==> src/design/hvt_pkg.sv <==
package hvt_pkg;

  localparam int NCFG = 8;
  localparam logic [31:0] Q_MAX = 32'h7fff_ffff;
  localparam logic [31:0] Q_MIN = 32'h8000_0000;

  typedef enum logic [1:0] {
    OP_POINT_DIV = 2'd0,
    OP_POINT     = 2'd1,
    OP_NORMAL    = 2'd2,
    OP_VEC4      = 2'd3
  } op_t;

  typedef logic [3:0][31:0] vec_t;
  typedef logic [3:0][3:0][31:0] mat_t;

  typedef struct packed {
    logic        div_en;
    logic        sat;
    logic        dz;
    logic [2:0]  neg;
    vec_t        res;
  } side_t;

endpackage

==> src/design/hvt_cfg.sv <==
module hvt_cfg import hvt_pkg::*; #(
  parameter int FRAC_BITS = 16
) (
  input  logic        clk,
  input  logic        rst,
  input  logic        psel,
  input  logic        penable,
  input  logic        pwrite,
  input  logic [5:0]  paddr,
  input  logic [63:0] pwdata,
  output logic [63:0] prdata,
  output mat_t        mat
);

  localparam logic [2:0] REG_R0C01 = 3'd0;
  localparam logic [2:0] REG_R0C23 = 3'd1;
  localparam logic [2:0] REG_R1C01 = 3'd2;
  localparam logic [2:0] REG_R1C23 = 3'd3;
  localparam logic [2:0] REG_R2C01 = 3'd4;
  localparam logic [2:0] REG_R2C23 = 3'd5;
  localparam logic [2:0] REG_R3C01 = 3'd6;
  localparam logic [2:0] REG_R3C23 = 3'd7;
  localparam logic [63:0] ONE_LO = 64'(1) << FRAC_BITS;
  localparam logic [63:0] ONE_HI = ONE_LO << 32;

  logic [63:0] regs [NCFG];

  always_ff @(posedge clk) begin
    if (rst) begin
      regs[REG_R0C01] <= ONE_LO;
      regs[REG_R0C23] <= '0;
      regs[REG_R1C01] <= ONE_HI;
      regs[REG_R1C23] <= '0;
      regs[REG_R2C01] <= '0;
      regs[REG_R2C23] <= ONE_LO;
      regs[REG_R3C01] <= '0;
      regs[REG_R3C23] <= ONE_HI;
    end else if (psel && penable && pwrite) begin
      regs[paddr[5:3]] <= pwdata;
    end
  end

  assign prdata = regs[paddr[5:3]];

  always_comb begin
    for (int r = 0; r < 4; r++) begin
      mat[r][0] = regs[2*r][31:0];
      mat[r][1] = regs[2*r][63:32];
      mat[r][2] = regs[2*r+1][31:0];
      mat[r][3] = regs[2*r+1][63:32];
    end
  end

endmodule

==> config.mk <==
export PLATFORM = sky130hd
export DESIGN_NAME = hvt_cfg
export DESIGN_NICKNAME = d
export VERILOG_FILES = /design/src/design/hvt_pkg.sv /design/src/design/hvt_cfg.sv
export SDC_FILE = /design/constraint.sdc
export NUM_CORES = 1
export LEC_CHECK = 0
export ABC_AREA = 1
export BUFFER_PORTS_ARGS = -buffer_cell sky130_fd_sc_hd__buf_2
export CELL_PAD_IN_SITES_DETAIL_PLACEMENT = 0
export CELL_PAD_IN_SITES_GLOBAL_PLACEMENT = 1
export CORE_MARGIN = 3
export CORE_UTILIZATION = 39
export DETAILED_ROUTE_END_ITERATION = 8
export PLACE_DENSITY_LB_ADDON = 0.12
export SLEW_MARGIN = 20
export SYNTH_ARGS = -nofsm -noshare
export SYNTH_HDL_FRONTEND = slang
export SYNTH_SLANG_ARGS = --single-unit
==> constraint.sdc <==
create_clock -name clk -period 4 [get_ports clk]
set_clock_uncertainty 0.1 [all_clocks]
set_input_delay 0.4 -clock clk [delete_from_list [all_inputs] [get_ports clk]]
set_output_delay 0.4 -clock clk [all_outputs]
set_load 0.02 [all_outputs]
; Word-level counts from Yosys, hierarchy flattened
; Memories as Yosys holds them, arrays and structs flattened.
; Cells that the tools add are included.
[op_classes]
eq_ne = 0
shift = 0
n_reduce_logical = 3
n_div = 0
magnitude_cmp = 0
n_bitwise = 0
add_sub_neg = 0
muxes = 8
mul = 0
[ops]
columns = op, n
row1 = $mux 64, 1
row2 = $reduce_or 64->1, 1
row3 = $mux 1, 6
row4 = $mux 3, 1
row5 = $logic_and 1x1->1, 2
[word_totals]
mem_bits_ro = 0
output_inout_bits = 576
register_bits = 0
in_bits = 75
latchBits = 0
wordCells = 12
ram_bits = 512
memories = 1
[memory_table]
columns = memory, words, width, read_ports, rd_clocked_by_memory_dff, wr, line
row1 = regs, 8, 64, 9, 0, 8, hvt_cfg.sv:26  ; logic [63:0] regs [NCFG];

; Longest topological paths before layout
; Gate-level depths: netlist of run 1.
[depth]
word_depth = 7
ltp_mapped = 9
ltp_nobuf = 7

; Least setup slack after synthesis of run 1
; OpenSTA, ideal clock, no wires.
[synth_timing]
path_kind = input port to flip-flop
start = input port rst
end = memory regs[1][0] (enable)
t_arrival_ns = 2.604
stages = 7
t_required_ns = 3.476
slack_ns = 0.873
path_buffers = 2
cell_sequence = inv_2 nand4_1 inv_2 nand3_1 buf_2 buf_4 nand2_1
[synth_lines]
columns = item, line
row1 = from (decl), hvt_cfg.sv:5  ; input logic rst,
row2 = to (decl), hvt_cfg.sv:26

; Worst setup path in the final report of run 1
[layout_timing]
start = input port paddr[3]
end = output port prdata[32]
[layout_via]
elab_chain_cells = 1
[layout_lines]
columns = item, line
row1 = from (decl), hvt_cfg.sv:9  ; input logic [5:0] paddr,
row2 = $mem_v2 8x64, -
row3 = to (decl), hvt_cfg.sv:11  ; output logic [63:0] prdata,
; No other way between the ends.

==> results of run 1 <==
placed cells by master, fill, tap and decap left out:
master / n
nand2_1: 1331
buf_2: 644
nor2_1: 514
edfxtp_1: 512
inv_1: 65
clkbuf_16: 57
buf_4: 22
buf_12: 19
clkinv_2: 15
clkinv_1: 15
clkbuf_1: 14
nand2_4: 10
nand4_1: 7
nand3_1: 4
nand3_4: 4
diode_2: 2
nor2_2: 2
inv_2: 2
nor3_1: 2
bufinv_16: 2
buf_6: 2
inv_8: 1
inv_4: 1
clkbuf_8: 1
buf_16: 1
worst max-delay path by stage:
stage / start / to / cells after the start
6_report: paddr[3] / prdata[32] / 10
4_1_cts: paddr[3] / prdata[32] / 10
3_5_place_dp: rst / regs[7][53] / 7
2_1_floorplan: rst / regs[1][0] / 7
3_3_place_gp: rst / regs[7][52] / 7
5_1_grt: paddr[3] / prdata[32] / 10
power by group:
| group | total [uW] | leakage [uW] | internal [uW] | switching, uW |
|---|---|---|---|---|
| Combinational | 1950 | 0.00839 | 503 | 1450 |
| Clock | 4820 | 0.000818 | 2710 | 2100 |
| Sequential | 6380 | 0.00487 | 6200 | 184 |
per-layer routing:
layer  global-route usage, %  vias to the layer above
li1                        -                     9406
met5                       0                        -
met1                    37.7                     9928
met3                    8.13                      157
met4                    9.90                        2
met2                    49.9                      907
cell type report:
class	instances	area (um2)
Tap cell	773	967
Fill cell	5712	30000
Multi-Input combinational cell	1874	7190
Clock inverter	29	176
Timing Repair Buffer	689	3830
Sequential cell	512	15400
Clock buffer	71	1480
Inverter	72	284
Antenna cell	2	5.00
cells by family after synthesis:
family,after synthesis
DFF,512
and+or+nand+nor,1874
buffers and inverters,224
per-stage QoR:
stage          instances  setup slack, ns  instance area [um2]  util [%]
2_1_floorplan       2610            0.873                23500         -
3_3_place_gp        3919             1.01                27600      46.5
3_5_place_dp        3919            0.954                27600      46.5
4_1_cts             4019             1.17                29300      49.3
5_1_grt             4022             1.02                29300      49.4
6_report            4022             1.14                29300      49.4
==> reports/summary.txt, run 1 <==
timing-limited maximum frequency = 349 MHz
top cell family by delay on the critical path = buffers and inverters
pins over their slew limit = 0
crit path time final = 2.86 ns
Crit Path Class = input port to output port
post-route ant nets = 0
uppermost routed layer = met5
Regs by FF count = regs (512)
post-synthesis instance area = 23,500 um2
Metal-1 WL = 37.7 mm
Placeable Area = 59,400 um2
most numerous cell on the critical path = nand2_1
I/O pin count = 651
Detail Route met2 WL = 46.7 mm
Pre-antenna DRT Iters = 5
Top FF cell, synth = edfxtp_1
combinational family with the most area after synthesis = simple AND/OR/NAND/NOR gates
worst-path maximum fanout = 84
number of rows created at floorplan = 89
Initial Utilization = 39.6%
depth of the CTS H-tree = 2
synthesized area divided by synthesized cell count = 9.00 um2
Post-Synth Adder-Cell Area = 0%
pwr/cell area = 448 nW/um2
Iter 0 DRT Violations = 1,680
Placer Congestion = 0.887
gr usage total = 29.8%
simple-gate share of the synthesized area = 30.1%
synthesis-stage register bit count = 512
CTS tree = built
initial antenna violation count = 4
Tightest Hold Check Type = input port to flop
worst relative slew slack = 24.7%
cell types with the highest counts after synthesis = nand2_1 (1,341), nor2_1 (514), edfxtp_1 (512)
Die Ht = 251 um
run status = finished, final reports clean
cell at the root of the clock tree = clkbuf_16
Max-cap violations = 0
maximum vdd drop = 351 uV
Min-Delay Startpoint = pwdata[48]
Buffers & Inverters on Critical Path = 4
sequential element share of the synthesized area = 65.5%
arrival time worst endpoint = 2.36 ns
CP endpoint kind = output port
actual slew at the worst max-slew pin = 1.13 ns
fin crit share = 71.6%
net count of the mapped netlist = 2,685
number of cells on the worst hold path = 3
hold violation count in the final report = 0
total gr overflow = 0
count of buffers inserted at the top-level ports = 647
first-pass GRT wire length = 138 mm
Critical Path Source Type = input port
via-per-instance ratio = 5.07
Post-synth ARST share = 0%
nets = 3,279
fraction of final layout cells with drive strength greater than 1 = 24.1%
standard cell with the maximum stage delay on the critical path = inv_8
RSZ-0062 raised after global routing = no
overall via count from detail_route = 20,400
post-route total power = 13,100 uW
area share of the leading cell type in the synthesized netlist = 65.5%
buffer depth of the longest clock path = 3
worst slack on hold paths = 0.0976 ns
hold buffer count at cts = 0
final setup fails = 0
Synth area leader = edfxtp_1
via count of the first global-routing pass = 19,400
x dimension of the die = 251 um
cell with the most instances after synthesis = nand2_1
number of distinct library cell variants in the gate-level netlist after synthesis = 15
proportion of synthesized area in mux cells = 0%
Post-synth EDFFs = 512
max FFs per register = 512
overall die area = 63,200 um2
maximum number of pins on one net before global-route repair = 116
Layout Area Growth over Synthesis = 24.8%
Compound-Gate Fraction of Synth Area = 0%
gate count of the mapped netlist = 2,610
post-synthesis share of cell area spent on xor and xnor gates = 0%
total negative slack for setup checks = 0 ns
routed length per instance = 24.1 um
number of buffers created by CTS = 55
Post-route DRC = 0
register containing the most flip-flops in the final layout = regs
leading cell types by total area after synthesis = edfxtp_1 (65%), nand2_1 (21%), nor2_1 (8.2%), buf_2 (1.2%), inv_1 (1.0%)
setup repair bufs after CTS = 0
clock-pin transition on the worst setup and hold timing paths = 0.06 ns
leakage power figure = 0.0141 uW
Yosys warning total = 0
clk sink count = 512
final wirelength = 96.9 mm
HPWL after detailed placement = 60.6 mm
cell-by-cell listing of the critical path = clkbuf_8, inv_8, buf_12, nand2_1, nand2_1, nand2_1, nand2_1, nand2_1, nand2_1, buf_2
routed length on met3 = 9.08 mm
worst min-delay path endpoint = regs[2][48]
WP data required = 3.50 ns
number of instances resized during post-cts repair = 0
largest stage delay on the critical path = 0.47 ns
(Power assumes the default switching activity.)
==> run 2, diff against run 1 <==
- clock period: 4 -> 3 ns (I/O delays scaled with it)
==> run 2 against run 1 <==
  * Non-clock buffer count is 16 higher
  * Hold slack got worse by 0.056 ns
  * Sequential cell count unchanged
  * Sequential share of layout area shrank 0.34 points
  * Clock power up 31%
  * Highest routed layer unchanged
  * Combinational power up 34%
  * Routed wire length fell by 1.3%
  * Critical endpoint is now prdata[10]
  * Global-route usage down 0.47 points
  * Final area increased by 0.66%
  * Worst setup slack worse by 0.46 ns
  * Count of clock-buffer cells in the layout fell by 2
  * Via count decreased by 0.80%
==> reports/summary.txt, run 2 (same netlist as run 1, synthesis figures left out) <==
run status = finished, final reports clean
final setup fails = 0
initial antenna violation count = 3
clock-pin transition on the worst setup and hold timing paths = 0.06 ns
arrival time worst endpoint = 1.92 ns
Die Ht = 251 um
Crit Path Class = input port to output port
Buffers & Inverters on Critical Path = 3
Regs by FF count = regs (512)
Tightest Hold Check Type = input port to flop
number of rows created at floorplan = 89
most common cell after layout, fill and taps aside = nand2_1
maximum number of pins on one net before global-route repair = 120
Layout Area Growth over Synthesis = 25.6%
Placer Congestion = 0.831
max FFs per register = 512
pins over their slew limit = 0
CP endpoint kind = output port
final wirelength = 95.7 mm
WP data required = 2.60 ns
buffer depth of the longest clock path = 3
number of buffers created by CTS = 55
gr usage total = 29.4%
first-pass GRT wire length = 136 mm
fraction of final layout cells with drive strength greater than 1 = 24.0%
crit path time final = 2.32 ns
commonest non-fill, non-tap cells in the layout = nand2_1 (1,331), buf_2 (644), nor2_1 (514)
top cell family by delay on the critical path = buffers and inverters
Critical Path Source Type = input port
cell-by-cell listing of the critical path = buf_8, buf_12, nand2_1, nand2_1, nand2_1, nand2_1, nand2_1, nand2_1, buf_2
cell count along the critical path = 9
worst slack on hold paths = 0.0416 ns
worst-path maximum fanout = 119
maximum vdd drop = 456 uV
count of buffers inserted at the top-level ports = 647
Placeable Area = 59,400 um2
cell at the root of the clock tree = clkbuf_16
via count of the first global-routing pass = 19,300
I/O pin count = 651
Post-route DRC = 0
timing-limited maximum frequency = 431 MHz
first element of the critical path = paddr[3]
HPWL after detailed placement = 61.4 mm
Max-cap violations = 0
overall via count from detail_route = 20,200
hold violation count in the final report = 0
most numerous cell on the critical path = nand2_1
Critical Path Sink = prdata[10]
Initial Utilization = 39.6%
count of filler cells inserted in the layout = 5,770
clk sink count = 512
actual slew at the worst max-slew pin = 1.13 ns
total gr overflow = 0
x dimension of the die = 251 um
via-per-instance ratio = 5.02
fin crit share = 77.3%
post-route ant nets = 0
Iter 0 DRT Violations = 1,636
worst relative slew slack = 24.9%
CTS tree = built
standard cell with the maximum stage delay on the critical path = buf_12
pwr/cell area = 591 nW/um2
number of instances resized during post-cts repair = 0
RSZ-0062 raised after global routing = no
largest stage delay on the critical path = 0.41 ns
routed length per instance = 23.7 um
leakage power figure = 0.0142 uW
nets = 3,295
depth of the CTS H-tree = 2
Pre-antenna DRT Iters = 6
register containing the most flip-flops in the final layout = regs
overall die area = 63,200 um2
post-route core utilization = 49.7%
-- run 2: cell count changes in the layout (fill, tap and decap cells not counted), sizes merged --
cell	delta
clkbuf	-3
dlygate4sd3	+15
bufinv	-1
clkinvlp	+1
clkinv	-1
buf	+2
-- run 2: worst min path at each step --
| stage | startpoint | to | slack, ns | cells past startpoint |
|---|---|---|---|---|
| 2_1_floorplan | paddr[5] | regs[0][16] | 0.41 | 2 |
| 3_3_place_gp | pwdata[60] | regs[6][60] | 0.61 | 3 |
| 3_5_place_dp | pwdata[43] | regs[3][43] | 0.62 | 3 |
| 4_1_cts | pwdata[15] | regs[2][15] | 0.00004 | 3 |
| 5_1_grt | pwdata[13] | regs[1][13] | 0.03 | 3 |
| 6_report | pwdata[47] | regs[1][47] | 0.04 | 3 |
-- run 2: repair_timing --
action                    4_1_cts  5_1_grt
hold endpoints to repair       83        0
hold buffers                   15        0
buffers inserted                0        0
-- run 2: through the flow --
stage          total power, uW  std cells  TNS (ns)  cell area (um2)  setup slack [ns]
2_1_floorplan            10100       2610    -0.461            23500          -0.00721
3_3_place_gp             11300       3921         0            27700             0.581
3_5_place_dp             11300       3921         0            27700             0.569
4_1_cts                  17600       4033         0            29500             0.700
5_1_grt                  18100       4034         0            29500             0.575
6_report                 17400       4035         0            29500             0.682
-- run 2: power by group --
group / switching, uW / leakage, uW / internal (uW)
Sequential: 240 / 0.00487 / 8260
Combinational: 1930 / 0.00848 / 692
Clock: 2790 / 0.000800 / 3520
-- run 2: area by class of cell --
| cell class | instances | area, um2 | share of cell area, % |
|---|---|---|---|
| antenna | 2 | 5.00 | 0.0170 |
| sequential | 512 | 15400 | 52.1 |
| timing repair buffer | 705 | 4060 | 13.7 |
| multi-input combinational | 1874 | 7190 | 24.4 |
| clock inverter | 28 | 154 | 0.522 |
| inverter | 72 | 284 | 0.963 |
| tap | 773 | 967 | 3.28 |
| clock buffer | 69 | 1470 | 4.99 |
-- run 2: worst min-delay path, stage by stage --
cell and delay, ns:
buf_2 0.08, inv_1 0.12, nor2_1 0.12
-- run 2: metal layers --
layer  up-vias  global-route usage [%]  share of wire (%)
li1       9448                       -                  -
met2       880                    47.8                 47
met4         2                    12.3                4.4
met5         -                       0              0.014
met1      9745                    37.3                 39
met3       162                    7.94                9.2
